[src/sv/touch_contact_slot_tracker_unit_assert.svh]
// ----------------------------------------------------------------------------
// Touch contact slot tracker assertion macros
// Concurrent assertion shorthands shared by the tracker modules.
// ----------------------------------------------------------------------------
`ifndef TOUCH_CONTACT_SLOT_TRACKER_UNIT_ASSERT_SVH
`define TOUCH_CONTACT_SLOT_TRACKER_UNIT_ASSERT_SVH

`ifndef SYNTHESIS

`define TCST_ASSERT_IMPLIES(label, clk, rst, ante, cons) \
  label: assert property (@(posedge clk) disable iff (rst) (ante) |-> (cons)) \
    else $error("tracker assertion failed");

`define TCST_ASSERT_NEXT(label, clk, rst, ante, cons) \
  label: assert property (@(posedge clk) disable iff (rst) (ante) |=> (cons)) \
    else $error("tracker assertion failed");

`define TCST_ASSERT_ALWAYS(label, clk, rst, cond) \
  label: assert property (@(posedge clk) disable iff (rst) (cond)) \
    else $error("tracker assertion failed");

`else

`define TCST_ASSERT_IMPLIES(label, clk, rst, ante, cons)
`define TCST_ASSERT_NEXT(label, clk, rst, ante, cons)
`define TCST_ASSERT_ALWAYS(label, clk, rst, cond)

`endif

`endif

[src/sv/tcst_pkg.sv]
// ----------------------------------------------------------------------------
// Touch contact slot tracker package
// Shared widths, codes and controller/datapath interface types.
// ----------------------------------------------------------------------------
package tcst_pkg;

  localparam int NUM_SLOTS = 5;
  localparam int SLOT_W    = (NUM_SLOTS > 1) ? $clog2(NUM_SLOTS) : 1;
  localparam int COORD_W   = 16;
  localparam int ID_W      = 8;
  localparam int OWNER_W   = ID_W + 1;
  localparam int DIM_W     = 15;
  localparam int IDX_W     = 3;
  localparam int CFG_IDX_W = 1;

  localparam logic [OWNER_W-1:0] OWNER_NONE = '1;
  localparam logic [COORD_W-1:0] COORD_NONE = '1;
  localparam logic [DIM_W-1:0]   WIDTH_RESET  = DIM_W'(480);
  localparam logic [DIM_W-1:0]   HEIGHT_RESET = DIM_W'(320);

  typedef enum logic [CFG_IDX_W-1:0] {
    CFG_SCREEN_WIDTH  = 1'b0,
    CFG_SCREEN_HEIGHT = 1'b1
  } cfg_reg_t;

  typedef enum logic [2:0] {
    ACT_DOWN       = 3'd0,
    ACT_UP         = 3'd1,
    ACT_MOVE       = 3'd2,
    ACT_FRAME      = 3'd3,
    ACT_CLEAR      = 3'd4,
    ACT_SLOT_WRITE = 3'd5,
    ACT_QUERY      = 3'd6
  } action_t;

  typedef enum logic [1:0] {
    ST_NONE = 2'd0,
    ST_DOWN = 2'd1,
    ST_UP   = 2'd2,
    ST_MOVE = 2'd3
  } slot_status_t;

  typedef struct packed {
    logic load;
    logic step;
    logic publish;
  } dp_cmd_t;

  typedef struct packed {
    logic scan_last;
  } dp_status_t;

endpackage

[src/sv/tcst_ctrl.sv]
// ----------------------------------------------------------------------------
// Touch contact slot tracker controller
// Sequences load, slot scan and result publish for one word at a time.
// ----------------------------------------------------------------------------
`include "touch_contact_slot_tracker_unit_assert.svh"

module tcst_ctrl (
  input  logic                 clk,
  input  logic                 rst,
  input  logic                 in_valid,
  output logic                 in_stall,
  output logic                 out_valid,
  input  logic                 out_stall,
  input  tcst_pkg::dp_status_t status,
  output tcst_pkg::dp_cmd_t    cmd
);

  typedef enum logic [1:0] {
    S_IDLE,
    S_SCAN,
    S_DONE
  } state_t;

  state_t state;
  logic   out_free;
  logic   accept;

  assign out_free = !out_valid || !out_stall;
  assign accept   = (state == S_IDLE) && in_valid;
  assign in_stall = (state != S_IDLE);

  always_comb begin
    cmd = '0;
    unique case (state)
      S_IDLE: cmd.load    = in_valid;
      S_SCAN: cmd.step    = 1'b1;
      S_DONE: cmd.publish = out_free;
      default: cmd = '0;
    endcase
  end

  always_ff @(posedge clk) begin
    if (rst) begin
      state     <= S_IDLE;
      out_valid <= 1'b0;
    end else begin
      if (out_valid && !out_stall) begin
        out_valid <= 1'b0;
      end
      unique case (state)
        S_IDLE: begin
          if (in_valid) begin
            state <= S_SCAN;
          end
        end
        S_SCAN: begin
          if (status.scan_last) begin
            state <= S_DONE;
          end
        end
        S_DONE: begin
          if (out_free) begin
            out_valid <= 1'b1;
            state     <= S_IDLE;
          end
        end
        default: state <= S_IDLE;
      endcase
    end
  end

  `TCST_ASSERT_NEXT(a_accept_starts_scan, clk, rst, accept, state == S_SCAN)
  `TCST_ASSERT_NEXT(a_blocked_result_holds, clk, rst,
                    (state == S_DONE) && out_valid && out_stall, state == S_DONE)
  `TCST_ASSERT_NEXT(a_publish_shows_word, clk, rst,
                    (state == S_DONE) && out_free, out_valid && (state == S_IDLE))

endmodule

[src/sv/tcst_datapath.sv]
// ----------------------------------------------------------------------------
// Touch contact slot tracker datapath
// Slot table, item registers, per-slot update logic and result register.
// ----------------------------------------------------------------------------
`include "touch_contact_slot_tracker_unit_assert.svh"

module tcst_datapath (
  input  logic                                 clk,
  input  logic                                 rst,
  input  tcst_pkg::dp_cmd_t                    cmd,
  output tcst_pkg::dp_status_t                 status,
  input  logic                                 cfg_we,
  input  logic [tcst_pkg::CFG_IDX_W-1:0]       cfg_index,
  input  logic [tcst_pkg::DIM_W-1:0]           cfg_data,
  input  logic [2:0]                           action,
  input  logic signed [tcst_pkg::COORD_W-1:0]  x_pos,
  input  logic signed [tcst_pkg::COORD_W-1:0]  y_pos,
  input  logic [tcst_pkg::ID_W-1:0]            contact_id,
  input  logic [tcst_pkg::IDX_W-1:0]           slot_index,
  input  logic signed [tcst_pkg::COORD_W-1:0]  rect_left,
  input  logic signed [tcst_pkg::COORD_W-1:0]  rect_top,
  input  logic signed [tcst_pkg::COORD_W-1:0]  rect_right,
  input  logic signed [tcst_pkg::COORD_W-1:0]  rect_bottom,
  output logic                                 slot_hit,
  output logic                                 any_down,
  output logic                                 any_up,
  output logic                                 down_in_rect,
  output logic                                 up_in_rect,
  output logic                                 point_in_rect,
  output logic signed [tcst_pkg::COORD_W-1:0]  read_x,
  output logic signed [tcst_pkg::COORD_W-1:0]  read_y,
  output logic signed [tcst_pkg::OWNER_W-1:0]  read_id,
  output logic [1:0]                           read_status
);

  logic [tcst_pkg::DIM_W-1:0] scr_w;
  logic [tcst_pkg::DIM_W-1:0] scr_h;

  logic signed [tcst_pkg::COORD_W-1:0] slot_x [tcst_pkg::NUM_SLOTS];
  logic signed [tcst_pkg::COORD_W-1:0] slot_y [tcst_pkg::NUM_SLOTS];
  logic [tcst_pkg::OWNER_W-1:0]        slot_owner [tcst_pkg::NUM_SLOTS];
  tcst_pkg::slot_status_t              slot_stat [tcst_pkg::NUM_SLOTS];

  logic [tcst_pkg::SLOT_W-1:0] cnt;

  tcst_pkg::action_t                   act;
  logic signed [tcst_pkg::COORD_W-1:0] px;
  logic signed [tcst_pkg::COORD_W-1:0] py;
  logic [tcst_pkg::ID_W-1:0]           pid;
  logic [tcst_pkg::IDX_W-1:0]          pidx;
  logic signed [tcst_pkg::COORD_W-1:0] rl;
  logic signed [tcst_pkg::COORD_W-1:0] rt;
  logic signed [tcst_pkg::COORD_W-1:0] rr;
  logic signed [tcst_pkg::COORD_W-1:0] rb;

  logic                                found;
  logic                                acc_down;
  logic                                acc_up;
  logic                                acc_din;
  logic                                acc_uin;
  logic                                acc_pin;
  logic signed [tcst_pkg::COORD_W-1:0] acc_rx;
  logic signed [tcst_pkg::COORD_W-1:0] acc_ry;
  logic [tcst_pkg::OWNER_W-1:0]        acc_rid;
  logic [1:0]                          acc_rst;

  logic signed [tcst_pkg::COORD_W-1:0] cur_x;
  logic signed [tcst_pkg::COORD_W-1:0] cur_y;
  logic [tcst_pkg::OWNER_W-1:0]        cur_o;
  tcst_pkg::slot_status_t              cur_s;
  logic signed [tcst_pkg::COORD_W-1:0] nx;
  logic signed [tcst_pkg::COORD_W-1:0] ny;
  logic [tcst_pkg::OWNER_W-1:0]        no;
  tcst_pkg::slot_status_t              ns;
  logic                                take;
  logic                                idx_hit;
  logic                                at_border;
  logic                                in_box;
  logic signed [tcst_pkg::COORD_W-1:0] scr_w_s;
  logic signed [tcst_pkg::COORD_W-1:0] scr_h_s;

  assign status.scan_last = (cnt == tcst_pkg::SLOT_W'(tcst_pkg::NUM_SLOTS - 1));

  assign cur_x = slot_x[cnt];
  assign cur_y = slot_y[cnt];
  assign cur_o = slot_owner[cnt];
  assign cur_s = slot_stat[cnt];

  assign scr_w_s = $signed({1'b0, scr_w});
  assign scr_h_s = $signed({1'b0, scr_h});

  assign idx_hit   = (32'(pidx) == 32'(cnt));
  assign at_border = (px <= 0) || (py <= 0) || (px >= scr_w_s) || (py >= scr_h_s);
  assign in_box    = (cur_x >= rl) && (cur_x < rr) && (cur_y >= rt) && (cur_y < rb);

  always_comb begin
    nx   = cur_x;
    ny   = cur_y;
    no   = cur_o;
    ns   = cur_s;
    take = 1'b0;
    case (act)
      tcst_pkg::ACT_DOWN: begin
        if (!found && (cur_s == tcst_pkg::ST_NONE)) begin
          nx   = px;
          ny   = py;
          no   = {1'b0, pid};
          ns   = tcst_pkg::ST_DOWN;
          take = 1'b1;
        end
      end
      tcst_pkg::ACT_UP, tcst_pkg::ACT_MOVE: begin
        if (!found && (cur_o == {1'b0, pid})) begin
          nx   = px;
          ny   = py;
          ns   = ((act == tcst_pkg::ACT_UP) || at_border) ? tcst_pkg::ST_UP
                                                          : tcst_pkg::ST_MOVE;
          take = 1'b1;
        end
      end
      tcst_pkg::ACT_FRAME: begin
        if (cur_s == tcst_pkg::ST_UP) begin
          nx = tcst_pkg::COORD_NONE;
          ny = tcst_pkg::COORD_NONE;
          ns = tcst_pkg::ST_NONE;
        end
      end
      tcst_pkg::ACT_CLEAR: begin
        nx = tcst_pkg::COORD_NONE;
        ny = tcst_pkg::COORD_NONE;
        no = tcst_pkg::OWNER_NONE;
        ns = tcst_pkg::ST_NONE;
      end
      tcst_pkg::ACT_SLOT_WRITE: begin
        if (idx_hit) begin
          nx = px;
          ny = py;
          if (px[tcst_pkg::COORD_W-1] || py[tcst_pkg::COORD_W-1]) begin
            no = tcst_pkg::OWNER_NONE;
            ns = tcst_pkg::ST_NONE;
          end else begin
            no = {1'b0, pid};
            ns = (cur_s == tcst_pkg::ST_NONE) ? tcst_pkg::ST_DOWN : tcst_pkg::ST_MOVE;
          end
        end
      end
      default: begin
      end
    endcase
  end

  always_ff @(posedge clk) begin
    if (rst) begin
      scr_w <= tcst_pkg::WIDTH_RESET;
      scr_h <= tcst_pkg::HEIGHT_RESET;
    end else if (cfg_we) begin
      unique case (tcst_pkg::cfg_reg_t'(cfg_index))
        tcst_pkg::CFG_SCREEN_WIDTH:  scr_w <= cfg_data;
        tcst_pkg::CFG_SCREEN_HEIGHT: scr_h <= cfg_data;
        default: begin
        end
      endcase
    end
  end

  always_ff @(posedge clk) begin
    if (rst) begin
      for (int i = 0; i < tcst_pkg::NUM_SLOTS; i++) begin
        slot_x[i]     <= tcst_pkg::COORD_NONE;
        slot_y[i]     <= tcst_pkg::COORD_NONE;
        slot_owner[i] <= tcst_pkg::OWNER_NONE;
        slot_stat[i]  <= tcst_pkg::ST_NONE;
      end
    end else if (cmd.step) begin
      slot_x[cnt]     <= nx;
      slot_y[cnt]     <= ny;
      slot_owner[cnt] <= no;
      slot_stat[cnt]  <= ns;
    end
  end

  always_ff @(posedge clk) begin
    if (rst) begin
      cnt <= '0;
    end else if (cmd.load) begin
      cnt <= '0;
    end else if (cmd.step && !status.scan_last) begin
      cnt <= cnt + tcst_pkg::SLOT_W'(1);
    end
  end

  always_ff @(posedge clk) begin
    if (cmd.load) begin
      act      <= tcst_pkg::action_t'(action);
      px       <= x_pos;
      py       <= y_pos;
      pid      <= contact_id;
      pidx     <= slot_index;
      rl       <= rect_left;
      rt       <= rect_top;
      rr       <= rect_right;
      rb       <= rect_bottom;
      found    <= 1'b0;
      acc_down <= 1'b0;
      acc_up   <= 1'b0;
      acc_din  <= 1'b0;
      acc_uin  <= 1'b0;
      acc_pin  <= 1'b0;
      acc_rx   <= '0;
      acc_ry   <= '0;
      acc_rid  <= '0;
      acc_rst  <= '0;
    end else if (cmd.step) begin
      found <= found | take;
      if (ns == tcst_pkg::ST_DOWN) begin
        acc_down <= 1'b1;
      end
      if (ns == tcst_pkg::ST_UP) begin
        acc_up <= 1'b1;
      end
      if (act == tcst_pkg::ACT_QUERY) begin
        if (in_box) begin
          acc_pin <= 1'b1;
          if (cur_s == tcst_pkg::ST_DOWN) begin
            acc_din <= 1'b1;
          end
          if (cur_s == tcst_pkg::ST_UP) begin
            acc_uin <= 1'b1;
          end
        end
        if (idx_hit) begin
          acc_rx  <= cur_x;
          acc_ry  <= cur_y;
          acc_rid <= cur_o;
          acc_rst <= cur_s;
        end
      end
    end
  end

  always_ff @(posedge clk) begin
    if (cmd.publish) begin
      slot_hit      <= found;
      any_down      <= acc_down;
      any_up        <= acc_up;
      down_in_rect  <= acc_din;
      up_in_rect    <= acc_uin;
      point_in_rect <= acc_pin;
      read_x        <= acc_rx;
      read_y        <= acc_ry;
      read_id       <= $signed(acc_rid);
      read_status   <= acc_rst;
    end
  end

  `TCST_ASSERT_NEXT(a_load_rewinds_scan, clk, rst, cmd.load, cnt == '0)
  `TCST_ASSERT_NEXT(a_scan_advances, clk, rst, cmd.step && !status.scan_last,
                    cnt == $past(cnt) + tcst_pkg::SLOT_W'(1))
  `TCST_ASSERT_ALWAYS(a_scan_in_table, clk, rst, 32'(cnt) < tcst_pkg::NUM_SLOTS)

endmodule

[src/sv/touch_contact_slot_tracker_unit.sv]
// ----------------------------------------------------------------------------
// Touch contact slot tracker
// Keeps a table of touch contact slots updated by down, up, move, frame tick,
// clear and slot write events and read by query events, one result word per event word.
// ----------------------------------------------------------------------------
// From acceptance to the next acceptance, each event word is captured, then
// the controller walks the slot table and read-modify-writes each visited
// slot, and then the result is moved into the output register. A new event
// word can be accepted while the previous result is still waiting on
// out_stall; it only holds before publishing until the output register is
// free. Screen width and height reset to 480 and 320 and are written
// through the configuration port, which is always ready.

module touch_contact_slot_tracker_unit (
  input  logic                                 clk,
  input  logic                                 rst,
  input  logic                                 cfg_valid,
  output logic                                 cfg_ready,
  input  logic [tcst_pkg::CFG_IDX_W-1:0]       cfg_index,
  input  logic [tcst_pkg::DIM_W-1:0]           cfg_data,
  input  logic                                 in_valid,
  output logic                                 in_stall,
  input  logic [2:0]                           action,
  input  logic signed [tcst_pkg::COORD_W-1:0]  x_pos,
  input  logic signed [tcst_pkg::COORD_W-1:0]  y_pos,
  input  logic [tcst_pkg::ID_W-1:0]            contact_id,
  input  logic [tcst_pkg::IDX_W-1:0]           slot_index,
  input  logic signed [tcst_pkg::COORD_W-1:0]  rect_left,
  input  logic signed [tcst_pkg::COORD_W-1:0]  rect_top,
  input  logic signed [tcst_pkg::COORD_W-1:0]  rect_right,
  input  logic signed [tcst_pkg::COORD_W-1:0]  rect_bottom,
  output logic                                 out_valid,
  input  logic                                 out_stall,
  output logic                                 slot_hit,
  output logic                                 any_down,
  output logic                                 any_up,
  output logic                                 down_in_rect,
  output logic                                 up_in_rect,
  output logic                                 point_in_rect,
  output logic signed [tcst_pkg::COORD_W-1:0]  read_x,
  output logic signed [tcst_pkg::COORD_W-1:0]  read_y,
  output logic signed [tcst_pkg::OWNER_W-1:0]  read_id,
  output logic [1:0]                           read_status
);

  tcst_pkg::dp_cmd_t    cmd;
  tcst_pkg::dp_status_t status;

  assign cfg_ready = 1'b1;

  tcst_ctrl u_ctrl (
    .clk       (clk),
    .rst       (rst),
    .in_valid  (in_valid),
    .in_stall  (in_stall),
    .out_valid (out_valid),
    .out_stall (out_stall),
    .status    (status),
    .cmd       (cmd)
  );

  tcst_datapath u_datapath (
    .clk           (clk),
    .rst           (rst),
    .cmd           (cmd),
    .status        (status),
    .cfg_we        (cfg_valid && cfg_ready),
    .cfg_index     (cfg_index),
    .cfg_data      (cfg_data),
    .action        (action),
    .x_pos         (x_pos),
    .y_pos         (y_pos),
    .contact_id    (contact_id),
    .slot_index    (slot_index),
    .rect_left     (rect_left),
    .rect_top      (rect_top),
    .rect_right    (rect_right),
    .rect_bottom   (rect_bottom),
    .slot_hit      (slot_hit),
    .any_down      (any_down),
    .any_up        (any_up),
    .down_in_rect  (down_in_rect),
    .up_in_rect    (up_in_rect),
    .point_in_rect (point_in_rect),
    .read_x        (read_x),
    .read_y        (read_y),
    .read_id       (read_id),
    .read_status   (read_status)
  );

endmodule
[config.mk]
export PLATFORM = sky130hd
export DESIGN_NAME = touch_contact_slot_tracker_unit
export DESIGN_NICKNAME = d
export VERILOG_FILES = /design/src/sv/tcst_pkg.sv /design/src/sv/tcst_ctrl.sv /design/src/sv/tcst_datapath.sv /design/src/sv/touch_contact_slot_tracker_unit.sv
export VERILOG_INCLUDE_DIRS = /design/src /design/src/sv
export SDC_FILE = /design/constraint.sdc
export NUM_CORES = 1
export LEC_CHECK = 0
export ABC_AREA = 1
export BUFFER_PORTS_ARGS = -buffer_cell sky130_fd_sc_hd__buf_2
export CAP_MARGIN = 20
export CELL_PAD_IN_SITES_DETAIL_PLACEMENT = 0
export CELL_PAD_IN_SITES_GLOBAL_PLACEMENT = 1
export CORE_ASPECT_RATIO = 0.7
export CORE_UTILIZATION = 52
export CTS_CLUSTER_SIZE = 16
export DETAILED_ROUTE_END_ITERATION = 8
export PLACE_DENSITY_LB_ADDON = 0.15
export SLEW_MARGIN = 20
export SYNTH_ARGS = -nofsm -noshare
export SYNTH_HDL_FRONTEND = slang
export SYNTH_HIERARCHICAL = 1
export SYNTH_SLANG_ARGS = --single-unit
[constraint.sdc]
create_clock -name clk -period 6.81 [get_ports clk]
set_input_delay 1.362 -clock clk [delete_from_list [all_inputs] [get_ports clk]]
set_output_delay 1.362 -clock clk [all_outputs]
set_load 0.03 [all_outputs]
Word-level counts from Yosys, hierarchy flattened
Memory sizes are Yosys's and may differ from the RTL's. A register that Yosys moved wholly into a read port is not among the register bits.
Cells that the tools add are included.
{"block": "totals", "wordCells": 163, "n_memories": 4, "ramBits": 215, "output_inout_bits": 52, "ff_bits": 244, "input_bits": 131}
{"memory": "u_datapath.slot_x", "words": 5, "width": 16, "rd": 1, "rd_ports_with_merged_regs": 1, "write_ports": 5, "line": "tcst_datapath.sv:39", "rtl": "logic signed [tcst_pkg::COORD_W-1:0] slot_x [tcst_pkg::NUM_SLOTS];"}
{"memory": "u_datapath.slot_y", "words": 5, "width": 16, "rd": 1, "rd_ports_with_merged_regs": 1, "write_ports": 5, "line": "tcst_datapath.sv:40", "rtl": "logic signed [tcst_pkg::COORD_W-1:0] slot_y [tcst_pkg::NUM_SLOTS];"}
{"memory": "u_datapath.slot_owner", "words": 5, "width": 9, "rd": 1, "rd_ports_with_merged_regs": 1, "write_ports": 5, "line": "tcst_datapath.sv:41", "rtl": "logic [tcst_pkg::OWNER_W-1:0] slot_owner [tcst_pkg::NUM_SLOTS];"}
{"memory": "u_datapath.slot_stat", "words": 5, "width": 2, "rd": 1, "rd_ports_with_merged_regs": 1, "write_ports": 5, "line": "tcst_datapath.sv:42", "rtl": "tcst_pkg::slot_status_t slot_stat [tcst_pkg::NUM_SLOTS];"}
{"block": "classes", "muxes": 60, "magnitude_cmp": 8, "addsub": 1, "bitwise": 2, "n_eq_ne": 18, "reduce_logical": 36}
{"cell": "$mux 16", "n": 10}
{"cell": "$pmux 16 s5", "n": 2}
{"cell": "$ge 16x16->1", "n": 4}
{"cell": "$mux 3", "n": 12}
{"cell": "$mux 9", "n": 4}
{"cell": "$le 16x1->1 const B", "n": 2}
{"cell": "$lt 16x16->1", "n": 2}
{"cell": "$reduce_or 16->1", "n": 2}
{"cell": "$pmux 9 s3", "n": 1}
{"cell": "$mux 2", "n": 10}
{"cell": "$mux 1", "n": 18}
{"cell": "$eq 3x3->1 const B", "n": 4}
{"cell": "$pmux 2 s5", "n": 1}
{"cell": "$eq 9x8->1", "n": 1}
{"cell": "$reduce_and 3->1", "n": 3}
{"cell": "$reduce_or 9->1", "n": 1}
{"cell": "$reduce_and 2->1", "n": 4}
{"cell": "$reduce_and 4->1", "n": 2}
{"cell": "$logic_and 1x1->1", "n": 7}
{"cell": "$eq 2x1->1 const B", "n": 3}
{"cell": "$eq 2x2->1 const B", "n": 3}
{"cell": "$eq 3x2->1 const B", "n": 2}
{"cell": "$logic_or 1x1->1", "n": 6}
{"cell": "$pmux 2 s3", "n": 1}
{"cell": "13 further kinds", "n": 20}

Longest topological paths before layout
Gate-level depths: netlist of the first run.
{"block": "depth", "depth_word": 10, "ltp_mapped": 23}

By module
The synthesis of the first run kept the hierarchy.
{"mod": "tcst_datapath", "cells_each": 2762, "area_per_inst_um2": 27510.1, "instances": 1}
{"mod": "tcst_ctrl", "cells_each": 22, "area_per_inst_um2": 146.4, "instances": 1}
{"mod": "touch_contact_slot_tracker_unit", "cells_each": 2, "area_per_inst_um2": 11.3, "instances": 1}

Least setup slack after synthesis of the first run
No wires, ideal clock.
{"block": "synth_path", "path_kind": "input to register", "startpoint": "in in_valid", "endpoint": "reg u_datapath/acc_rx[5] in the netlist's numbering", "setup_time_ns": 0.133, "t_arrival_ns": 4.538, "n_path_buf": 1, "cell_stages": 6, "path_slack_ns": 2.138, "path_cell_list": "nand2_1 -> inv_1 -> inv_1 -> clkbuf_1 -> o21ai_0 -> a21oi_1"}
{"element": "from (decl)", "line": "touch_contact_slot_tracker_unit.sv:21", "rtl": "input logic in_valid,"}
{"element": "to (signal assigned)", "line": "tcst_datapath.sv:232", "rtl": "acc_rx <= cur_x;"}
{"element": "to (decl)", "line": "tcst_datapath.sv:62", "rtl": "logic signed [tcst_pkg::COORD_W-1:0] acc_rx;"}

==> results of run 1 <==
-- cell type report --
cell class / count / area [sq um] / share of cell area [%]
Timing Repair Buffer: 217 / 1180 / 3.82
Tap cell: 684 / 856 / 2.78
Inverter: 299 / 1130 / 3.66
Sequential cell: 591 / 16900 / 54.8
Antenna cell: 1 / 2.50 / 0.00812
Clock inverter: 29 / 260 / 0.845
Clock buffer: 69 / 1450 / 4.70
Multi-Input combinational cell: 1744 / 9060 / 29.4
-- power groups by stage --
stage	clock, mW	combinational [mW]	sequential [mW]
after global routing	3.21	1.05	4.11
after floorplan	0	0.648	4.14
after detailed placement	0	0.930	4.18
after global placement	0	0.902	4.18
final	3.02	0.941	4.11
after CTS	3.07	0.934	4.10
-- metal layers --
metal | GRT usage, % | up-vias | wire length, um
li1 | - | 9874 | -
met1 | 40.1 | 10058 | 34400
met2 | 45.4 | 769 | 35500
met3 | 5.95 | 140 | 6290
met4 | 9.23 | 4 | 2160
met5 | 0 | - | 26
-- cell families (layout without fill, tap and decap cells) --
logic type | after synthesis | in the layout | synth area share (%)
AO/OA/AOI/OAI | 721 | 721 | 14.4
XOR/XNOR | 4 | 4 | 0.127
adder cells (fa/ha/maj) | 94 | 94 | 4.25
buffers and inverters | 451 | 614 | 6.67
flip-flops | 591 | 591 | 61.0
other | 1 | 2 | 0.0136
AND/OR/NAND/NOR | 924 | 924 | 13.6
-- registers in the layout, summed over array words and instances, names as in the netlist, 8 cells and up, named ones only --
| name | cells |
|---|---|
| u_datapath/slot_stat | 16 |
| u_datapath/slot_x | 128 |
| u_datapath/read_id | 9 |
| u_datapath/slot_y | 128 |
| u_datapath/px | 16 |
| u_datapath/read_y | 16 |
| u_datapath/scr_h | 15 |
| u_datapath/pid | 8 |
| u_datapath/scr_w | 15 |
| u_datapath/rb | 16 |
| u_datapath/acc_ry | 16 |
| u_datapath/rt | 16 |
| u_datapath/slot_owner | 72 |
| u_datapath/rr | 16 |
| u_datapath/rl | 16 |
| u_datapath/acc_rid | 9 |
| u_datapath/acc_rx | 16 |
| u_datapath/py | 16 |
| u_datapath/read_x | 16 |
-- placed cells by master, fill, tap and decap left out, drive strengths merged, types with 60 or more instances in the layout --
cell    count
nand2     511
edfxtp    503
o21ai     349
inv       298
nor2      288
a21oi     230
buf       217
ha         94
dfxtp      88
clkbuf     69
nand3      67
o22ai      60
-- critical path, stage by stage, from the launching register on --
cell and delay, ps:
dfxtp_4 1000, inv_4 570, buf_4 560, o21ai_0 280
o22ai_1 140, nand2_1 90, o21a_1 410, inv_1 140
ha_1 290, nand2_1 70, inv_1 60, nand2_1 70
a31oi_1 90, a2111oi_0 480, nand3_1 180, nand2_1 210
nand4_1 120, a21oi_1 150
-- metrics by stage --
step	total power [mW]	cell area (sq um)	hold slack, ps	setup slack [ps]	std cells
2_1_floorplan	4.79	27700	403	2140	2786
3_3_place_gp	5.08	29100	409	2000	3535
3_5_place_dp	5.11	29100	412	1780	3535
4_1_cts	8.11	30800	410	1750	3633
5_1_grt	8.37	30800	414	1230	3633
6_report	8.07	30800	405	1660	3634
-- worst max path at each step --
stage,startpoint,slack (ps),end,cells past startpoint
after floorplan,in_valid,2140,u_datapath/acc_rx[5],6
after global placement,register,2000,u_datapath/acc_din,17
after detailed placement,register,1780,u_datapath/acc_din,17
after CTS,register,1750,u_datapath/acc_din,17
after global routing,register,1230,u_datapath/acc_din,20
final,register,1660,u_datapath/acc_din,17
==> flow_metrics.tcl, run 1 <==
set metrics [dict create \
    outcome "complete, no violations" \
    clock-root-buffer "clkbuf_16" \
    syn_avg_cell_area_sq_um 9.93 \
    clockBufferDepth 3 \
    setup.worst_path.start_class "register" \
    end_kind "register" \
    post-synth-top-count-cell "edfxtp_1" \
    fp.dieH_um 195 \
    min_path_type "register to register" \
    h-tree-depth 2 \
    max_freq_ghz 0.194 \
    power_frac_clock_pct 37.4 \
    synthArstFlopShare_pct 0 \
    slew_headroom_pct 23.2 \
    synth-edff-count 503 \
    ys_ff_latch 591 \
    min_path_cells 0 \
    crit_fanout 88 \
    p_seq_share_pct 50.9 \
    grt_antenna_before_repair 3 \
    drtPass1Iterations 5 \
    drc 0 \
    synth_top_area_share_pct 54.6 \
    drv_cap 0 \
    drv_slew 0 \
    power_switching_mw 2.09 \
    synth-seq-area-share_pct 61.0 \
    die_w_um 278 \
    place_congestion 0.896 \
    grt_usage_pct 28.8 \
    tns_ps 0 \
    grt_pass1_wl_mm 119 \
    post_cts.repair.setup_buffers 0 \
    synth_top_area_cell "edfxtp_1" \
    vias 20845 \
    required_ps 7350 \
    hpwl_mm 49.0 \
    areaGrowthSynthToFinish_pct 11.3 \
    core-area_sq_mm 0.0524 \
    clock-sinks 591 \
    skew_ps 29.6 \
    postCtsHoldBufs 0 \
    fill_cells 4421 \
    path_class "register to register" \
    path_clk_slew_ps 70 \
    grt_max_degree 89 \
    min_to "u_datapath/read_id[2]" \
    yosysWarnings 6 \
    drt_iter0_drc 1914 \
    finalHoldViolations 0 \
    wl_per_cell_um 21.6 \
    syn-cell-area_sq_mm 0.0277 \
    cts_buffers 55 \
    synth_nets 3011 \
    cts_tree "built" \
    intPower_mw 5.98 \
    powerDensity_mw_per_mm2 262 \
    grt_pass1_vias 20073 \
    switching_share_pct 25.9 \
    fin_util_pct 58.8 \
    reg2reg_to "u_datapath/acc_din" \
    overflow 0 \
    min_from "u_datapath/acc_rid[2]" \
    rsz0062_at_grt "no" \
    worstPathArrival_ps 5690 \
    post_cts_resized 0 \
    comb_power_share_pct 11.7 \
    regToRegSetupSlack_ps 1660 \
    synth_area_leaders "edfxtp_1 55%, nand2_1 6.7%, dfxtp_1 6.4%" \
    netlist_instances 2786 \
    worst_pin_slew_ps 1150 \
    drive_gt1_share_pct 12.3 \
    antenna_left 0 \
    timing.final.crit_share_pct 75.6 \
    port_buffers 181 \
    period_minus_slack_ps 5150 \
    ir_drop_mv 0.205 \
    synth_commonest_cells "503 x edfxtp_1, 496 x nand2_1, 304 x o21ai_0, 284 x inv_1, 282 x nor2_1" \
    ys.flop_type "edfxtp_1" \
    routed_wirelength_mm 78.4 \
    ys_types 39 \
    reg2reg_depth 17 \
    std_cell_rows 70 \
    start_util_pct 52.8 \
    finalSetupViolCount 0 \
    clk_latency_ps 630 \
    dieArea_sq_mm 0.0541 \
    p_leak_nw 11.6 \
    nets 3133 \
    viasPerCell 5.74 \
    num_io_pins 183 \
]
No activity file was read; power rests on OpenSTA's default activity.
==> run 2: changes to the inputs <==
--- a/config.mk
+++ b/config.mk
@@ -12,7 +12,7 @@
 export CELL_PAD_IN_SITES_DETAIL_PLACEMENT = 0
 export CELL_PAD_IN_SITES_GLOBAL_PLACEMENT = 1
 export CORE_ASPECT_RATIO = 0.7
-export CORE_UTILIZATION = 52
+export CORE_UTILIZATION = 43
 export CTS_CLUSTER_SIZE = 16
 export DETAILED_ROUTE_END_ITERATION = 8
 export PLACE_DENSITY_LB_ADDON = 0.15
==> constraint.sdc (replaced) <==
create_clock -name clk -period 4.2 [get_ports clk]
set_input_delay 0.84 -clock clk [delete_from_list [all_inputs] [get_ports clk]]
set_output_delay 0.84 -clock clk [all_outputs]
set_load 0.03 [all_outputs]
==> run 2 against run 1 <==
Final cell count grew 4.8%. Die area rose by 21%. Cell area grew 2.4%. Flip-flop and latch count unchanged. Maximum frequency increased by 31%. Utilization shrank 9.1 points. Critical endpoint is now u_datapath/acc_uin. Sequential power up 61%. Global-route usage decreased by 3.6 points. Worst setup slack got worse by 1400 ps. Highest routed layer is now met4. Combinational power grew 71%. Critical path type unchanged.
==> flow_metrics.tcl, run 2 (synthesis results as in run 1) <==
set metrics [dict create \
    outcome "complete, no violations" \
    routed_wirelength_mm 83.3 \
    drv_slew 0 \
    met2_length_mm 38.4 \
    finalPower_mw 13.7 \
    min_path_type "input port to register" \
    post_dp_cell_area_sq_mm 0.0296 \
    max_freq_ghz 0.254 \
    end_kind "register" \
    nets 3156 \
    intPower_mw 10.1 \
    slew_headroom_pct 31.9 \
    port_buffers 181 \
    wl_per_cell_um 21.9 \
    fin_util_pct 49.7 \
    h-tree-depth 2 \
    overflow 0 \
    grt_antenna_before_repair 0 \
    holdWs_ps 372 \
    grt_pass1_vias 20181 \
    final_cell_area_sq_mm 0.0315 \
    wl_met1_mm 38.2 \
    clk_latency_ps 640 \
    power_frac_clock_pct 39.6 \
    timing.final.crit_share_pct 93.7 \
    switching_share_pct 26.1 \
    setup.worst_path.start_class "register" \
    finalSetupViolCount 0 \
    cts_tree "built" \
    p_leak_nw 11.9 \
    place_congestion 0.865 \
    finalHoldViolations 0 \
    std_cell_rows 77 \
    path_clk_slew_ps 60 \
    drc 0 \
    reg2reg_depth 18 \
    period_minus_slack_ps 3940 \
    powerDensity_mw_per_mm2 433 \
    placed_cells 3699 \
    skew_ps 24.5 \
    crit_fanout 80 \
    worst_pin_slew_ps 1020 \
    ir_drop_mv 0.311 \
    clock-root-buffer "clkbuf_16" \
    setup_ws_ps 264 \
    wl_met3_mm 5.25 \
    core-area_sq_mm 0.0634 \
    power_switching_mw 3.56 \
    antenna_left 0 \
    fp.dieH_um 214 \
    layout_common_cells "503 x edfxtp_1, 490 x nand2_1, 304 x o21ai_0, 283 x inv_1, 272 x nor2_1" \
    min_path_cells 1 \
    required_ps 4750 \
    dieArea_sq_mm 0.0654 \
    drt_iter0_drc 1828 \
    final_common_cell "edfxtp_1" \
    rsz0062_at_grt "no" \
    multiInputGateArea_sq_mm 0.00906 \
    grt_max_degree 117 \
    cts_buffers 59 \
    drtPass1Iterations 7 \
    drive_gt1_share_pct 13.4 \
    comb_power_share_pct 11.8 \
    post_cts.repair.setup_buffers 0 \
    vias 20818 \
    die_w_um 305 \
    grt_pass1_wl_mm 126 \
    tns_ps 0 \
    p_seq_share_pct 48.5 \
    seqCellArea_sq_mm 0.0169 \
    pre_cts_ws_ps 192 \
    path_class "register to register" \
    highest_layer "met4" \
    grt_usage_pct 25.3 \
    fill_cells 5790 \
    areaGrowthSynthToFinish_pct 13.9 \
    reg_top3 "u_datapath/slot_x (128), u_datapath/slot_y (128), u_datapath/slot_owner (72)" \
    clock-sinks 591 \
    clockBufferDepth 3 \
    num_io_pins 183 \
    start_util_pct 43.6 \
    drv_cap 0 \
    viasPerCell 5.46 \
    final_cells 3810 \
    worstPathArrival_ps 4480 \
    hpwl_mm 53.4 \
]
run 2: power by group through the flow:
stage                     clock (mW)  combinational, mW  sequential (mW)
final                           5.41               1.61             6.63
after global routing            5.74               1.80             6.63
after CTS                       5.52               1.62             6.62
after detailed placement           0               1.61             6.75
after global placement             0               1.58             6.75
after floorplan                    0               1.05             6.71
run 2: worst max-delay path, stage by stage, from the launching register on:
cell and delay, ps:
dfxtp_4 530, inv_4 200, buf_12 240, o21ai_0 190
o22ai_1 80, nand2_1 60, o21a_1 360, inv_1 140
ha_1 310, nand2_1 120, o21ai_0 460, nand2_1 130
nand3_1 110, nand2_1 50, nand3_1 200, nand3b_1 110
a21oi_1 210, nand4_1 130, a21oi_1 150
run 2: path summary, 6_finish.rpt:
path | slack, ps | end | from
hold reg to reg | 420 | u_datapath/read_y[12] | u_datapath/acc_ry[12]
setup / recovery | 260 | u_datapath/acc_uin | register
hold / removal | 370 | u_datapath/pidx[2] | slot_index[2]
setup reg to reg | 260 | u_datapath/acc_uin | register
run 2: final cells by class:
cell class / instances / share of cell area (%)
antenna: 1 / 0.00794
clock buffer: 78 / 5.18
clock inverter: 32 / 1.05
inverter: 299 / 3.58
multi-input combinational: 1744 / 28.8
sequential: 591 / 53.5
tap: 829 / 3.29
timing repair buffer: 236 / 4.62
run 2: repair_timing:
| item | CTS | global route |
|---|---|---|
| resized for setup | 0 | 1 |
| hold endpoints to repair | 0 | 0 |
| hold buffers | 0 | 0 |
| endpoints found under the setup margin | 0 | 3 |
run 2: layer usage:
metal	track usage, %	up-vias
met3	3.72	89
met5	0	-
met4	5.64	0
met1	36.4	10131
met2	40.3	675
li1	-	9923
